$ cat src/dam_pkg.sv
package dam_pkg;

    // word and counter widths fixed by the instruction format
    localparam int WORD_W = 15;
    localparam int MAG_W  = 14;
    localparam int PC_W   = 7;

    typedef logic signed [WORD_W-1:0] t_word;

    localparam t_word WORD_MAX = 15'sd9999;
    localparam t_word WORD_MIN = -15'sd9999;

    // request modes
    localparam logic [1:0] MODE_LOAD    = 2'd0;
    localparam logic [1:0] MODE_EXEC    = 2'd1;
    localparam logic [1:0] MODE_READ    = 2'd2;
    localparam logic [1:0] MODE_RESTART = 2'd3;

    // run status codes
    localparam logic [2:0] ST_RUN    = 3'd0;
    localparam logic [2:0] ST_HALT   = 3'd1;
    localparam logic [2:0] ST_RANOFF = 3'd2;
    localparam logic [2:0] ST_DIVZ   = 3'd3;
    localparam logic [2:0] ST_OVF    = 3'd4;

    // opcodes
    localparam logic [6:0] OP_READ       = 7'd10;
    localparam logic [6:0] OP_WRITE      = 7'd11;
    localparam logic [6:0] OP_LOAD       = 7'd20;
    localparam logic [6:0] OP_STORE      = 7'd21;
    localparam logic [6:0] OP_ADD        = 7'd30;
    localparam logic [6:0] OP_SUB        = 7'd31;
    localparam logic [6:0] OP_DIV        = 7'd32;
    localparam logic [6:0] OP_MUL        = 7'd33;
    localparam logic [6:0] OP_BRANCH     = 7'd40;
    localparam logic [6:0] OP_BRANCHNEG  = 7'd41;
    localparam logic [6:0] OP_BRANCHZERO = 7'd42;
    localparam logic [6:0] OP_HALT       = 7'd43;

    // x / 100 == (x * 5243) >> 19 for all x below 43699
    localparam logic [12:0] RECIP_100 = 13'd5243;
    localparam int          RECIP_SH  = 19;
    localparam logic [13:0] HUNDRED   = 14'd100;

    // memory read address select
    typedef enum logic [1:0] {
        RS_ADDR = 2'd0,
        RS_PC   = 2'd1,
        RS_OPD  = 2'd2
    } t_rsel;

    // controller to datapath
    typedef struct packed {
        logic  latch;
        logic  rd_en;
        t_rsel rd_sel;
        logic  load_we;
        logic  restart;
        logic  ranoff;
        logic  divz;
        logic  decode;
        logic  split;
        logic  exec;
        logic  div_start;
        logic  div_take;
        logic  commit;
        logic  load_out;
    } t_cmd;

    // datapath to controller
    typedef struct packed {
        logic [1:0] mode;
        logic       running;
        logic       pc_ok;
        logic       is_div;
        logic       m_zero;
        logic       div_done;
    } t_sts;

endpackage

$ cat src/dam_div.sv
module dam_div (
    input  logic           i_clk,
    input  logic           i_rst_n,
    input  logic           i_start,
    input  dam_pkg::t_word i_dividend,
    input  dam_pkg::t_word i_divisor,
    output logic           o_done,
    output dam_pkg::t_word o_quotient
);
    import dam_pkg::*;

    logic             r_busy;
    logic             r_done;
    logic [3:0]       r_cnt;
    logic [WORD_W-1:0] r_rem;
    logic [MAG_W-1:0] r_quo;
    logic [MAG_W-1:0] r_dm;
    logic             r_neg;

    logic [WORD_W-1:0] trial;
    logic              fits;

    // magnitude of an in-range word
    function automatic logic [MAG_W-1:0] mag(input t_word v);
        t_word neg_v;
        neg_v = -v;
        return v[WORD_W-1] ? neg_v[MAG_W-1:0] : v[MAG_W-1:0];
    endfunction

    // one restoring step: shift in next dividend bit, subtract if it fits
    always_comb begin
        trial = {r_rem[MAG_W-1:0], r_quo[MAG_W-1]};
        fits  = trial >= {1'b0, r_dm};
    end

    // step counter and done pulse
    always_ff @(posedge i_clk) begin
        if (!i_rst_n) begin
            r_busy <= 1'b0;
            r_done <= 1'b0;
            r_cnt  <= '0;
        end else begin
            r_done <= 1'b0;
            if (i_start) begin
                r_busy <= 1'b1;
                r_cnt  <= '0;
            end else if (r_busy) begin
                r_cnt <= r_cnt + 4'd1;
                if (r_cnt == 4'(MAG_W - 1)) begin
                    r_busy <= 1'b0;
                    r_done <= 1'b1;
                end
            end
        end
    end

    // partial remainder and quotient
    always_ff @(posedge i_clk) begin
        if (i_start) begin
            r_rem <= '0;
            r_quo <= mag(i_dividend);
            r_dm  <= mag(i_divisor);
            r_neg <= i_dividend[WORD_W-1] ^ i_divisor[WORD_W-1];
        end else if (r_busy) begin
            r_rem <= fits ? (trial - {1'b0, r_dm}) : trial;
            r_quo <= {r_quo[MAG_W-2:0], fits};
        end
    end

    assign o_done     = r_done;
    assign o_quotient = r_neg ? -$signed({1'b0, r_quo}) : $signed({1'b0, r_quo});

endmodule

$ cat src/dam_dpath.sv
module dam_dpath #(
    parameter int MEMORY_WORDS = 100
) (
    input  logic           i_clk,
    input  logic           i_rst_n,
    input  dam_pkg::t_cmd  i_cmd,
    output dam_pkg::t_sts  o_sts,
    input  logic [1:0]     i_mode,
    input  logic [6:0]     i_address,
    input  dam_pkg::t_word i_word,
    input  dam_pkg::t_word i_read_input,
    output logic [6:0]     o_program_counter,
    output dam_pkg::t_word o_accumulator,
    output logic [2:0]     o_status,
    output logic           o_write_valid,
    output dam_pkg::t_word o_write_value,
    output dam_pkg::t_word o_read_data
);
    import dam_pkg::*;

    localparam int         AW    = (MEMORY_WORDS > 1) ? $clog2(MEMORY_WORDS) : 1;
    localparam logic [6:0] MEM_N = 7'(MEMORY_WORDS);

    // latched request
    logic [1:0] r_mode;
    logic [6:0] r_addr;
    t_word      r_word;
    t_word      r_rin;

    // machine state
    t_word           r_acc;
    logic [PC_W-1:0] r_pc;
    logic [2:0]      r_status;

    // instruction decode and execution
    logic [MAG_W-1:0]   r_w;
    logic [6:0]         r_q;
    logic [6:0]         r_op;
    logic [6:0]         r_opd;
    logic signed [29:0] r_res;
    logic               r_wv;
    t_word              r_wval;

    // word store
    t_word             mem [MEMORY_WORDS];
    logic [MEMORY_WORDS-1:0] r_valid;
    t_word             r_rd_data;
    logic              r_rd_ok;

    // result beat
    logic [6:0] r_o_pc;
    t_word      r_o_acc;
    logic [2:0] r_o_status;
    logic       r_o_wv;
    t_word      r_o_wval;
    t_word      r_o_rdata;

    logic [6:0]         rd_addr;
    logic               rd_in;
    logic [AW-1:0]      rd_idx;
    t_word              mem_eff;
    logic               wr_en;
    logic [6:0]         wr_addr;
    t_word              wr_data;
    logic               wr_ok;
    logic [26:0]        recip_prod;
    logic [MAG_W-1:0]   q_hund;
    logic signed [29:0] acc_x;
    logic signed [29:0] m_x;
    logic signed [29:0] exec_res;
    logic [PC_W-1:0]    next_pc;
    logic               res_ovf;
    logic               div_done;
    t_word              div_q;

    function automatic t_word clamp_word(input t_word v);
        if (v > WORD_MAX) begin
            return WORD_MAX;
        end else if (v < WORD_MIN) begin
            return WORD_MIN;
        end
        return v;
    endfunction

    // read address select
    always_comb begin
        case (i_cmd.rd_sel)
            RS_ADDR: rd_addr = r_addr;
            RS_PC:   rd_addr = r_pc;
            RS_OPD:  rd_addr = r_opd;
            default: rd_addr = r_addr;
        endcase
        rd_in   = rd_addr < MEM_N;
        rd_idx  = rd_addr[AW-1:0];
        mem_eff = r_rd_ok ? r_rd_data : '0;
    end

    // write port select: load request, or read/store instruction
    always_comb begin
        wr_en   = 1'b0;
        wr_addr = r_addr;
        wr_data = r_word;
        if (i_cmd.load_we) begin
            wr_en = 1'b1;
        end else if (i_cmd.commit && r_op == OP_READ) begin
            wr_en   = 1'b1;
            wr_addr = r_opd;
            wr_data = r_rin;
        end else if (i_cmd.commit && r_op == OP_STORE) begin
            wr_en   = 1'b1;
            wr_addr = r_opd;
            wr_data = r_acc;
        end
        wr_ok = wr_en && (wr_addr < MEM_N);
    end

    // memory array and registered read
    always_ff @(posedge i_clk) begin
        if (wr_ok) begin
            mem[wr_addr[AW-1:0]] <= wr_data;
        end
        if (i_cmd.rd_en) begin
            r_rd_data <= mem[rd_idx];
        end
    end

    // valid bits: unwritten words read as zero
    always_ff @(posedge i_clk) begin
        if (!i_rst_n) begin
            r_valid <= '0;
            r_rd_ok <= 1'b0;
        end else begin
            if (wr_ok) begin
                r_valid[wr_addr[AW-1:0]] <= 1'b1;
            end
            if (i_cmd.rd_en) begin
                r_rd_ok <= rd_in && r_valid[rd_idx];
            end
        end
    end

    // opcode and operand split by reciprocal multiply
    always_comb begin
        recip_prod = 27'(mem_eff[MAG_W-1:0]) * 27'(RECIP_100);
        q_hund     = 14'(r_q) * HUNDRED;
    end

    // arithmetic result
    always_comb begin
        acc_x = 30'(r_acc);
        m_x   = 30'(mem_eff);
        case (r_op)
            OP_LOAD: exec_res = m_x;
            OP_ADD:  exec_res = acc_x + m_x;
            OP_SUB:  exec_res = acc_x - m_x;
            OP_MUL:  exec_res = acc_x * m_x;
            default: exec_res = acc_x;
        endcase
    end

    // next pc and range check
    always_comb begin
        next_pc = 7'(r_pc + 7'd1);
        if (r_op == OP_BRANCH
            || (r_op == OP_BRANCHNEG && r_res < 0)
            || (r_op == OP_BRANCHZERO && r_res == 0)) begin
            next_pc = r_opd;
        end
        res_ovf = (r_res > 30'(WORD_MAX)) || (r_res < 30'(WORD_MIN));
    end

    dam_div u_div (
        .i_clk      (i_clk),
        .i_rst_n    (i_rst_n),
        .i_start    (i_cmd.div_start),
        .i_dividend (r_acc),
        .i_divisor  (mem_eff),
        .o_done     (div_done),
        .o_quotient (div_q)
    );

    // architectural state
    always_ff @(posedge i_clk) begin
        if (!i_rst_n) begin
            r_acc    <= '0;
            r_pc     <= '0;
            r_status <= ST_RUN;
        end else if (i_cmd.restart) begin
            r_acc    <= '0;
            r_pc     <= '0;
            r_status <= ST_RUN;
        end else if (i_cmd.ranoff) begin
            r_status <= ST_RANOFF;
        end else if (i_cmd.divz) begin
            r_status <= ST_DIVZ;
        end else if (i_cmd.commit) begin
            r_pc <= next_pc;
            if (r_op == OP_HALT) begin
                r_status <= ST_HALT;
            end else if (res_ovf) begin
                r_status <= ST_OVF;
            end else begin
                r_acc <= 15'(r_res);
                if (next_pc >= MEM_N) begin
                    r_status <= ST_RANOFF;
                end
            end
        end
    end

    // request latch, decode and execution registers
    always_ff @(posedge i_clk) begin
        if (i_cmd.latch) begin
            r_mode <= i_mode;
            r_addr <= i_address;
            r_word <= clamp_word(i_word);
            r_rin  <= clamp_word(i_read_input);
            r_wv   <= 1'b0;
            r_wval <= '0;
        end
        if (i_cmd.decode) begin
            // negative words decode as opcode zero, a no-op
            r_w <= mem_eff[WORD_W-1] ? '0 : mem_eff[MAG_W-1:0];
            r_q <= mem_eff[WORD_W-1] ? '0 : recip_prod[RECIP_SH+6:RECIP_SH];
        end
        if (i_cmd.split) begin
            r_op  <= r_q;
            r_opd <= 7'(r_w - q_hund);
        end
        if (i_cmd.exec) begin
            r_res <= exec_res;
            if (r_op == OP_WRITE) begin
                r_wv   <= 1'b1;
                r_wval <= mem_eff;
            end
        end
        if (i_cmd.div_take) begin
            r_res <= 30'(div_q);
        end
    end

    // result beat register
    always_ff @(posedge i_clk) begin
        if (i_cmd.load_out) begin
            r_o_pc     <= r_pc;
            r_o_acc    <= r_acc;
            r_o_status <= r_status;
            r_o_wv     <= r_wv;
            r_o_wval   <= r_wval;
            r_o_rdata  <= (r_mode == MODE_READ) ? mem_eff : '0;
        end
    end

    // status to controller
    always_comb begin
        o_sts.mode     = r_mode;
        o_sts.running  = r_status == ST_RUN;
        o_sts.pc_ok    = r_pc < MEM_N;
        o_sts.is_div   = r_op == OP_DIV;
        o_sts.m_zero   = mem_eff == '0;
        o_sts.div_done = div_done;
    end

    assign o_program_counter = r_o_pc;
    assign o_accumulator     = r_o_acc;
    assign o_status          = r_o_status;
    assign o_write_valid     = r_o_wv;
    assign o_write_value     = r_o_wval;
    assign o_read_data       = r_o_rdata;

endmodule

$ cat src/dam_ctrl.sv
module dam_ctrl (
    input  logic          i_clk,
    input  logic          i_rst_n,
    input  logic          i_in_valid,
    output logic          o_in_ready,
    output logic          o_out_valid,
    input  logic          i_out_ready,
    input  dam_pkg::t_sts i_sts,
    output dam_pkg::t_cmd o_cmd
);
    import dam_pkg::*;

    typedef enum logic [8:0] {
        S_IDLE   = 9'b000000001,
        S_FETCH  = 9'b000000010,
        S_DECODE = 9'b000000100,
        S_SPLIT  = 9'b000001000,
        S_OPER   = 9'b000010000,
        S_EXEC   = 9'b000100000,
        S_DIV    = 9'b001000000,
        S_COMMIT = 9'b010000000,
        S_FINISH = 9'b100000000
    } t_state;

    t_state r_state;
    t_state n_state;
    logic   r_out_valid;
    logic   n_out_valid;

    // sequencing of one request
    always_comb begin
        n_state      = r_state;
        o_cmd        = '0;
        o_cmd.rd_sel = RS_ADDR;
        case (r_state)
            S_IDLE: begin
                if (i_in_valid) begin
                    o_cmd.latch = 1'b1;
                    n_state     = S_FETCH;
                end
            end
            S_FETCH: begin
                n_state = S_FINISH;
                case (i_sts.mode)
                    MODE_LOAD: begin
                        o_cmd.load_we = 1'b1;
                    end
                    MODE_READ: begin
                        o_cmd.rd_en  = 1'b1;
                        o_cmd.rd_sel = RS_ADDR;
                    end
                    MODE_RESTART: begin
                        o_cmd.restart = 1'b1;
                    end
                    MODE_EXEC: begin
                        if (i_sts.running && !i_sts.pc_ok) begin
                            o_cmd.ranoff = 1'b1;
                        end else if (i_sts.running) begin
                            o_cmd.rd_en  = 1'b1;
                            o_cmd.rd_sel = RS_PC;
                            n_state      = S_DECODE;
                        end
                    end
                    default: begin
                        n_state = S_FINISH;
                    end
                endcase
            end
            S_DECODE: begin
                o_cmd.decode = 1'b1;
                n_state      = S_SPLIT;
            end
            S_SPLIT: begin
                o_cmd.split = 1'b1;
                n_state     = S_OPER;
            end
            S_OPER: begin
                o_cmd.rd_en  = 1'b1;
                o_cmd.rd_sel = RS_OPD;
                n_state      = S_EXEC;
            end
            S_EXEC: begin
                if (i_sts.is_div && i_sts.m_zero) begin
                    o_cmd.divz = 1'b1;
                    n_state    = S_FINISH;
                end else if (i_sts.is_div) begin
                    o_cmd.div_start = 1'b1;
                    n_state         = S_DIV;
                end else begin
                    o_cmd.exec = 1'b1;
                    n_state    = S_COMMIT;
                end
            end
            S_DIV: begin
                if (i_sts.div_done) begin
                    o_cmd.div_take = 1'b1;
                    n_state        = S_COMMIT;
                end
            end
            S_COMMIT: begin
                o_cmd.commit = 1'b1;
                n_state      = S_FINISH;
            end
            S_FINISH: begin
                if (!r_out_valid || i_out_ready) begin
                    o_cmd.load_out = 1'b1;
                    n_state        = S_IDLE;
                end
            end
            default: begin
                n_state = S_IDLE;
            end
        endcase
    end

    // result beat valid flag
    always_comb begin
        n_out_valid = r_out_valid;
        if (o_cmd.load_out) begin
            n_out_valid = 1'b1;
        end else if (i_out_ready) begin
            n_out_valid = 1'b0;
        end
    end

    always_ff @(posedge i_clk) begin
        if (!i_rst_n) begin
            r_state     <= S_IDLE;
            r_out_valid <= 1'b0;
        end else begin
            r_state     <= n_state;
            r_out_valid <= n_out_valid;
        end
    end

    assign o_in_ready  = r_state == S_IDLE;
    assign o_out_valid = r_out_valid;

endmodule

$ cat src/decimal_accumulator_machine_core.sv
// decimal accumulator machine: 100 signed four-digit words, one accumulator,
// one program counter and a run status
// input channel (i_in_valid / o_in_ready) carries one request per beat:
// load a word, execute one instruction, read a word back, or restart
// output channel (o_out_valid / i_out_ready) returns one result beat per
// request: pc, accumulator, status, write output and read data
// sequence from accept to result valid:
//   load, read, restart, or execute while stopped: fetch, then finish
//   execute: fetch, decode by reciprocal multiply, operand split, operand
//   read, execute, commit, finish; a divide runs between execute and commit
//   through a one-bit-per-cycle restoring divider; a divide by zero goes
//   from execute straight to finish
// one request is in flight at a time; a new one can be taken in the same
// cycle that the previous result reaches the output register, even while
// that beat is still stalled; a stalled receiver holds the result beat and
// stops the block before its next result is written
// reset clears pc, accumulator and status, and marks every word as zero
// through per-word valid bits, so no clearing pass is needed
module decimal_accumulator_machine_core #(
    parameter int MEMORY_WORDS = 100
) (
    input  logic           i_clk,
    input  logic           i_rst_n,
    input  logic           i_in_valid,
    output logic           o_in_ready,
    input  logic [1:0]     i_mode,
    input  logic [6:0]     i_address,
    input  dam_pkg::t_word i_word,
    input  dam_pkg::t_word i_read_input,
    output logic           o_out_valid,
    input  logic           i_out_ready,
    output logic [6:0]     o_program_counter,
    output dam_pkg::t_word o_accumulator,
    output logic [2:0]     o_status,
    output logic           o_write_valid,
    output dam_pkg::t_word o_write_value,
    output dam_pkg::t_word o_read_data
);
    import dam_pkg::*;

    t_cmd cmd;
    t_sts sts;

    // sequencer
    dam_ctrl u_ctrl (
        .i_clk       (i_clk),
        .i_rst_n     (i_rst_n),
        .i_in_valid  (i_in_valid),
        .o_in_ready  (o_in_ready),
        .o_out_valid (o_out_valid),
        .i_out_ready (i_out_ready),
        .i_sts       (sts),
        .o_cmd       (cmd)
    );

    // word store, registers and arithmetic
    dam_dpath #(
        .MEMORY_WORDS (MEMORY_WORDS)
    ) u_dpath (
        .i_clk             (i_clk),
        .i_rst_n           (i_rst_n),
        .i_cmd             (cmd),
        .o_sts             (sts),
        .i_mode            (i_mode),
        .i_address         (i_address),
        .i_word            (i_word),
        .i_read_input      (i_read_input),
        .o_program_counter (o_program_counter),
        .o_accumulator     (o_accumulator),
        .o_status          (o_status),
        .o_write_valid     (o_write_valid),
        .o_write_value     (o_write_value),
        .o_read_data       (o_read_data)
    );

    // one request in flight: accept closes the input side
    a_one_in_flight: assert property (@(posedge i_clk) disable iff (!i_rst_n)
        (i_in_valid && o_in_ready) |=> !o_in_ready)
        else $error("input taken while a request was in flight");

    // accumulator never leaves the word range
    a_acc_range: assert property (@(posedge i_clk) disable iff (!i_rst_n)
        o_out_valid |-> (o_accumulator <= WORD_MAX && o_accumulator >= WORD_MIN))
        else $error("accumulator out of word range");

    // a write instruction never ends in halt, divide by zero or overflow
    a_write_status: assert property (@(posedge i_clk) disable iff (!i_rst_n)
        (o_out_valid && o_write_valid) |-> (o_status == ST_RUN || o_status == ST_RANOFF))
        else $error("write output with an error status");

    // read data and write output come from different modes
    a_read_vs_write: assert property (@(posedge i_clk) disable iff (!i_rst_n)
        (o_out_valid && o_read_data != '0) |-> !o_write_valid)
        else $error("read data and write output in one beat");

endmodule
$ cat config.mk
export PLATFORM = sky130hd
export DESIGN_NAME = decimal_accumulator_machine_core
export DESIGN_NICKNAME = d
export VERILOG_FILES = /design/src/dam_pkg.sv /design/src/dam_div.sv /design/src/dam_dpath.sv /design/src/dam_ctrl.sv /design/src/decimal_accumulator_machine_core.sv
export SDC_FILE = /design/constraint.sdc
export NUM_CORES = 2
export LEC_CHECK = 0
export BUFFER_PORTS_ARGS = -buffer_cell sky130_fd_sc_hd__buf_2
export CAP_MARGIN = 20
export CORE_MARGIN = 5
export CORE_UTILIZATION = 25
export DETAILED_ROUTE_END_ITERATION = 8
export PLACE_DENSITY_LB_ADDON = 0.12
export SLEW_MARGIN = 20
export SYNTH_ARGS = -nofsm -noshare
export SYNTH_HDL_FRONTEND = slang
export SYNTH_HIERARCHICAL = 1
export SYNTH_SLANG_ARGS = --single-unit
$ cat constraint.sdc
create_clock -name i_clk -period 10.7 [get_ports i_clk]
set_input_delay 1.07 -clock i_clk [delete_from_list [all_inputs] [get_ports i_clk]]
set_output_delay 1.07 -clock i_clk [all_outputs]
set_load 0.01 [all_outputs]
Word-level counts from Yosys, hierarchy flattened
Memory sizes are Yosys's and may differ from the RTL's. A register that Yosys moved wholly into a read port is not among the register bits.
Cells that the tools add are included.
Word-level totals
  logic and storage cells: 227
  memories: 1
  bits of input ports: 43
  bits in writable memories: 1500
  register bits after elaboration: 354
  output and inout bits: 58
Cells by class
  $lt $le $gt $ge: 15
  reductions and logical operators: 38
  equality and inequality tests: 30
  multipliers: 3
  add/sub/neg operators: 9
  mux-type cells: 90
  bitwise operators: 8
Memories
  u_dpath.mem: words 100, width 15, rd ports 1, clocked after Yosys merged registers in 1, wr ports 1, RTL line dam_dpath.sv:45  | t_word mem [MEMORY_WORDS];
Operators with widths (number)
  $mux 15: 14
  $pmux 30 s4: 1
  $or 100x100->100: 1
  $pmux 9 s9: 1
  $mux 14: 5
  $mux 9: 7
  $mux 30: 2
  $eq 7x6->1 const B: 6
  $mux 1: 39
  $logic_not 32->1: 1
  $gt 15x15->1 const B: 2
  $gt 30x15->1 const B: 1
  $lt 15x15->1 const B: 2
  $lt 30x1->1 const B: 1
  $lt 30x15->1 const B: 1
  $mul 15x15->30: 1
  $eq 7x5->1 const B: 4
  $mux 7: 4
  $neg 14->14: 2
  $mul 14x14->26 const B: 1
  $lt 7x7->1 const B: 3
  $mux 3: 6
  $add 15x15->16: 1
  $lt 7x8->1 const B: 2
  49 further kinds: 85

Logic depth before layout (Yosys ltp)
  word-level depth: 12
  depth in mapped cells: 27
  depth with buffers taken out: 24

Hierarchy
The synthesis kept the hierarchy.
By module, submodules not included
  dam_dpath: seq. area each 52930.8 um2, times used 1, cells each 5335, area each 84385.9 um2
  dam_div: seq. area each 1271.2 um2, times used 1, cells each 389, area each 3492.1 um2
  dam_ctrl: seq. area each 200.2 um2, times used 1, cells each 97, area each 799.5 um2

Least setup slack after synthesis
No wires, ideal clock.
  path type: reg2reg
  from: reg u_dpath.r_rd_ok
  to: reg u_dpath.r_res[29], data pin
  required time: 10.422 ns
  arrival time: 6.980 ns
  path slack: 3.443 ns
  stages on the path, launching flop included: 27
  setup time: 0.278 ns
  buffers on the path: 3
  clock period less this slack: 7.257 ns
  cell sequence: dfxtp_1 clkbuf_1 clkbuf_1 nand2_1 inv_1 buf_1 nand2_1 fa_1 inv_1 fa_1 inv_1 fa_1 inv_1 fa_1 fa_1 inv_1 fa_1 inv_1 ha_1 a21o_1 a221o_1 o2bb2ai_1 nor4_2 nor3_1 a2111oi_4 a2111o_1 o221ai_1
Between the ends
  longest elaborated chain between the ends: 5
  elaborated cells between the ends (all ways): 7
  those cells by class: add/sub: 2; mul: 1; mux: 4
RTL lines
  from (decl): RTL line dam_dpath.sv:48  | logic r_rd_ok;
  from (signal assigned): RTL line dam_dpath.sv:137  | r_rd_ok <= rd_in && r_valid[rd_idx];
  $mux 15 (*): RTL line dam_dpath.sv:95  | mem_eff = r_rd_ok ? r_rd_data : '0;
  net u_dpath.mem_eff[8]: RTL line dam_dpath.sv:61  | t_word mem_eff;
  $mul 15x15->30 (tied with other cells): RTL line dam_dpath.sv:156  | OP_MUL: exec_res = acc_x * m_x;
  $pmux 30 s4 (*): RTL line dam_dpath.sv:152  | case (r_op)
  $mux 30 (*): RTL line dam_dpath.sv:230  | if (i_cmd.exec) begin
  $mux 30 (*): RTL line dam_dpath.sv:237  | if (i_cmd.div_take) begin
  to (signal assigned): RTL line dam_dpath.sv:231  | r_res <= exec_res;
  to (signal assigned): RTL line dam_dpath.sv:238  | r_res <= 30'(div_q);
  to (decl): RTL line dam_dpath.sv:40  | logic signed [29:0] r_res;
The timed path passes the listed nets; every way through them passes the cells marked *. The select of a mux whose other input is x is not followed.
A chain may end at the register's enable or synchronous reset.

Worst setup path after layout
  from: reg u_dpath.r_rd_ok
  to: reg u_dpath.r_res[28], data pin
Between the ends
  longest elaborated chain between the ends: 5
  elaborated cells between the ends (all ways): 7
  those cells by class: add/sub: 2; mul: 1; mux: 4
RTL lines (RTL line)
  $mux 15 (*): dam_dpath.sv:95
  $mul 15x15->30 (tied with other cells): dam_dpath.sv:156
  $pmux 30 s4 (*): dam_dpath.sv:152
  $mux 30 (*): dam_dpath.sv:230
  $mux 30 (*): dam_dpath.sv:237
Every way passes the cells marked *; elsewhere a longest branch is shown, timed or not. The select of a mux whose other input is x is not followed.

==> run summary <==
The fraction of the cycle the final worst path needs came out at 0.7595. Counting flops with a built-in enable in the synthesized netlist gives 1697. The number of global-route vias before repair came to 53880. The detailed router placed 51330 vias in this run. The portion of synthesized area spent on multiplexers is 0.1123.

From synthesis to final layout, the design area changed by 16.31%. The number of clock buffers inserted by TritonCTS came out at 224. The global routing usage on met3 is 0.01976. The number of input and output port buffers inserted came out at 100.

The run finished with clean final reports. The share of the synthesized area in compound gates (AO/OA/AOI/OAI) came out at 0.05697. TritonCTS built the clock tree. The die is 605.6 um tall.

The number of setup violations in the final report came out at 0. The global-route wire length before repair came out at 425.9 mm. The buffer levels on the longest clock path came out at 4.

The worst-skew pair later-pin latency is 0.95 ns. The count of instances resized after the clock tree is built is 0. The average wire per standard cell came out at 27.21 um.

The worst setup slack after placement is roughly 2.6 ns. The number of antenna violations at the first check in global routing is 10. The count of final max-slew check failures is 0. Of the total synthesized cell area, the portion taken by XOR and XNOR cells is 0.01156. The total standard cell area after synthesis is 0.08868 sq mm. The overall global routing resource usage is 0.1611. The count of standard-cell rows is 218.

Setup repair after global routing left no endpoint under its margin. After detailed routing, the total wire length is 300.0 mm. The critical setup path kind is flop to flop.

The total power consumption of the routed design is 16.76 mW. The number of top-level design ports is 101. The combinational family with the most area after synthesis is multiplexers. The post-synthesis average cell area is 15.23 sq um. Counting the fill cells in the layout gives 35550. The root buffer selected by CTS is sky130_fd_sc_hd__clkbuf_16. Of the total synthesized cell area, the portion taken by full adders, half adders and majority gates is 0.1020. The maximum number of pins on one net before global-route repair is 89. The count of state elements after synthesis is 1869. The worst vdd rail ir drop is 0.1178 mV. The global routing met2 resource utilization came out at 0.2786. Counting distinct cell types in the post-synthesis netlist gives 96. STA classifies the critical path endpoint as a flop.

Among all flip-flop cells after synthesis, the most frequent one is sky130_fd_sc_hd__edfxtp_1. The count of hold buffers inserted by post-cts repair is 0. The fraction of final layout cells sized beyond drive strength 1 is 0.1824.

After clock tree synthesis, the setup repair step added 0 buffers. The floorplan step defined a core boundary enclosing between 0.3 and 0.4 sq mm. After routing, the total negative slack on setup checks comes to 0 ns.

The worst hold path belongs to the class input pin to flop. The remaining max-slew budget at the tightest pin is 0.2142. Clock-pin slew was measured on the worst setup and hold paths at 0.06 ns. The share of the yosys chip area belonging to registers came out at 0.6135. The count of synthesis-stage warnings from yosys is 6.

The final-report hold violation count came to 0. Data arrives at the worst endpoint at roughly 8.7 ns. The max-cap violation count came out at 0. The analysis attributes to cell leakage a power of 36.58 nW. After global routing the overflow that remains totals 0. The die area is 0.3667 sq mm. For this design, the sink count on the clock tree is 1869. The post-route core utilization came out at 0.2922. The worst-path maximum fanout is 51.

The final layout net count is 6684. The total half-perimeter wirelength after legalization and detailed placement is 200.2 mm. The initial utilization of the core area, before any placement, comes to 0.2512. After global routing, the most crowded layer is met2.

The startpoint identified for the worst hold timing path is i_mode[0]. The actual transition at the worst max-transition pin is 1.179 ns. The first-pass detailed-route iteration total is 5. The startpoint of the most critical setup path is u_dpath/r_rd_ok$_SDFFE_PN0P_. Using the TritonRoute via totals, the vias-per-cell ratio works out to 4.654. The count of unresolved DRC violations after routing is 0. In this run the number of H-tree levels came out at 4. The kind of start point of the critical path is a flop. The worst endpoint required time is 11.27 ns. The net count after synthesis came out at 6404. The slack of the critical path came out at 2.573 ns. The cell count after synthesis is 5821. The post-synthesis share of cell area spent on and, or, nand and nor gates came out at 0.06689. The met1 routing resource usage after global routing is 0.2158.

Of all flip-flops after synthesis, the portion carrying an async set or reset was 0. The number of DRC violations after detailed-routing iteration 0 is 3619. The clock tree skew after final layout came out at approximately 0.12 ns. The startpoint identified for the worst register-to-register timing path is u_dpath/r_rd_ok$_SDFFE_PN0P_. The detail route stage leaves a number of antenna-violating nets equal to 0. The minimum period implied by the final worst setup slack is 8.127 ns. The horizontal extent of the die came out at 605.6 um. The cell area power density came out at 162.5 mW/mm^2. The placer congestion estimate came out at 0.8258. Static timing analysis puts the maximum clock frequency at between 0.1 and 0.15 GHz.
[cell families after synthesis]
logic type,Yosys count
AND/OR/NAND/NOR,1263
buffers and inverters,780
multiplexers,504
adder cells (fa/ha/maj),544
XOR/XNOR,117
AO/OA/AOI/OAI,744
flip-flops,1869
[per-layer routing]
metal | wire (um) | up-vias | share of wire
met4 | 6820 | 0 | 0.023
met3 | 12320 | 342 | 0.041
met5 | 0 | - | 0
met2 | 148800 | 1116 | 0.50
met1 | 132100 | 27420 | 0.44
li1 | - | 22450 | -
[report_power, final]
part | switching, mW | internal (mW) | total, mW
registers | 0.0322 | 8.04 | 8.08
clock network | 3.16 | 4.28 | 7.44
logic | 0.855 | 0.383 | 1.24
[critical path, stage by stage, from the launching register on]
cell                       delay, ns
sky130_fd_sc_hd__dfxtp_2        0.81
sky130_fd_sc_hd__nand2_1        0.52
sky130_fd_sc_hd__inv_1          0.63
sky130_fd_sc_hd__buf_4          0.40
sky130_fd_sc_hd__nand2_1        0.11
sky130_fd_sc_hd__fa_1           0.50
sky130_fd_sc_hd__inv_1          0.05
sky130_fd_sc_hd__fa_1           0.55
sky130_fd_sc_hd__fa_1           0.46
sky130_fd_sc_hd__fa_1           0.47
sky130_fd_sc_hd__fa_1           0.49
sky130_fd_sc_hd__inv_1          0.05
sky130_fd_sc_hd__fa_1           0.47
sky130_fd_sc_hd__inv_1          0.04
sky130_fd_sc_hd__ha_1           0.36
sky130_fd_sc_hd__a211oi_1       0.30
sky130_fd_sc_hd__o21bai_1       0.17
sky130_fd_sc_hd__or3_1          0.41
sky130_fd_sc_hd__o211ai_1       0.29
sky130_fd_sc_hd__a31oi_1        0.17
sky130_fd_sc_hd__a41oi_1        0.29
sky130_fd_sc_hd__xor2_1         0.19
sky130_fd_sc_hd__o22ai_1        0.08
[per-stage QoR]
step	cell area (sq um)	hold WS (ns)	cells
5_1_grt	103100	0.3314	11020
3_3_place_gp	95870	0.4120	10600
2_1_floorplan	88680	0.4003	5821
6_report	103100	0.3831	11030
3_5_place_dp	95960	0.4083	10600
4_1_cts	103000	0.2806	11020
[layout by cell type, fill, tap and decap left out, drive strengths merged, types with 23 or more instances in the layout]
cell type	Yosys	final
a211oi	28	28
a21oi	139	139
a221oi	37	37
a22oi	27	27
a31oi	40	40
and3	134	134
buf	136	340
clkbuf	150	292
clkinv	5	96
dfxtp	172	172
edfxtp	1697	1697
fa	299	299
ha	241	241
inv	489	499
mux2i	103	103
mux4	392	392
nand2	457	457
nand2b	28	28
nand3	95	95
nand3b	25	25
nand4	32	32
nor2	326	326
nor3	45	45
nor4	23	23
o21a	119	119
o21ai	167	167
xnor2	81	81
xor2	36	36
[flip-flops by register name (all words and copies together), names as in the netlist, 15 cells and up]
register / cells
u_dpath/o_accumulator: 15
u_dpath/r_acc: 15
u_dpath/r_valid: 100
u_dpath/r_wval: 15
u_dpath/o_write_value: 15
u_dpath/r_word: 15
u_dpath/r_rd_data: 15
u_dpath/mem: 1500
u_dpath/r_rin: 15
u_dpath/r_res: 30
u_dpath/o_read_data: 15
[final cells by class]
cell class                      count  area [sq um]  share of cell area
Sequential cell                  1869         54400              0.5275
Inverter                          494          1854             0.01798
Multi-Input combinational cell   3172         31360              0.3040
Tap cell                         4730          5918             0.05738
Antenna cell                        9         22.52           0.0002184
Clock inverter                    123          1094             0.01060
Clock buffer                      292          5992             0.05810
Timing Repair Buffer              340          2500             0.02424
[final timing paths]
kind / cells after the start / slack (ns) / endpoint
min reg2reg: 0 / 0.42 / u_dpath/r_opd[0]$_DFFE_PP_
max reg2reg: 22 / 2.57 / u_dpath/r_res[28]$_DFFE_PP_
max: 22 / 2.57 / u_dpath/r_res[28]$_DFFE_PP_
min: 1 / 0.38 / u_dpath/r_mode[0]$_DFFE_PP_
[cells in the mapped netlist (all sizes together) (36+ instances only)]
library cell,number,area share
a21oi,139,0.0084
a221oi,37,0.0037
a31oi,40,0.0028
and3,134,0.0095
buf,136,0.0096
clkbuf,150,0.0063
dfxtp,172,0.039
edfxtp,1697,0.57
fa,299,0.068
ha,241,0.034
inv,489,0.021
mux2i,103,0.012
mux4,392,0.10
nand2,457,0.019
nand3,95,0.0054
nor2,326,0.014
nor3,45,0.0025
o21a,119,0.010
o21ai,167,0.0096
xnor2,81,0.0080
xor2,36,0.0036
(Power assumes the default switching activity.)
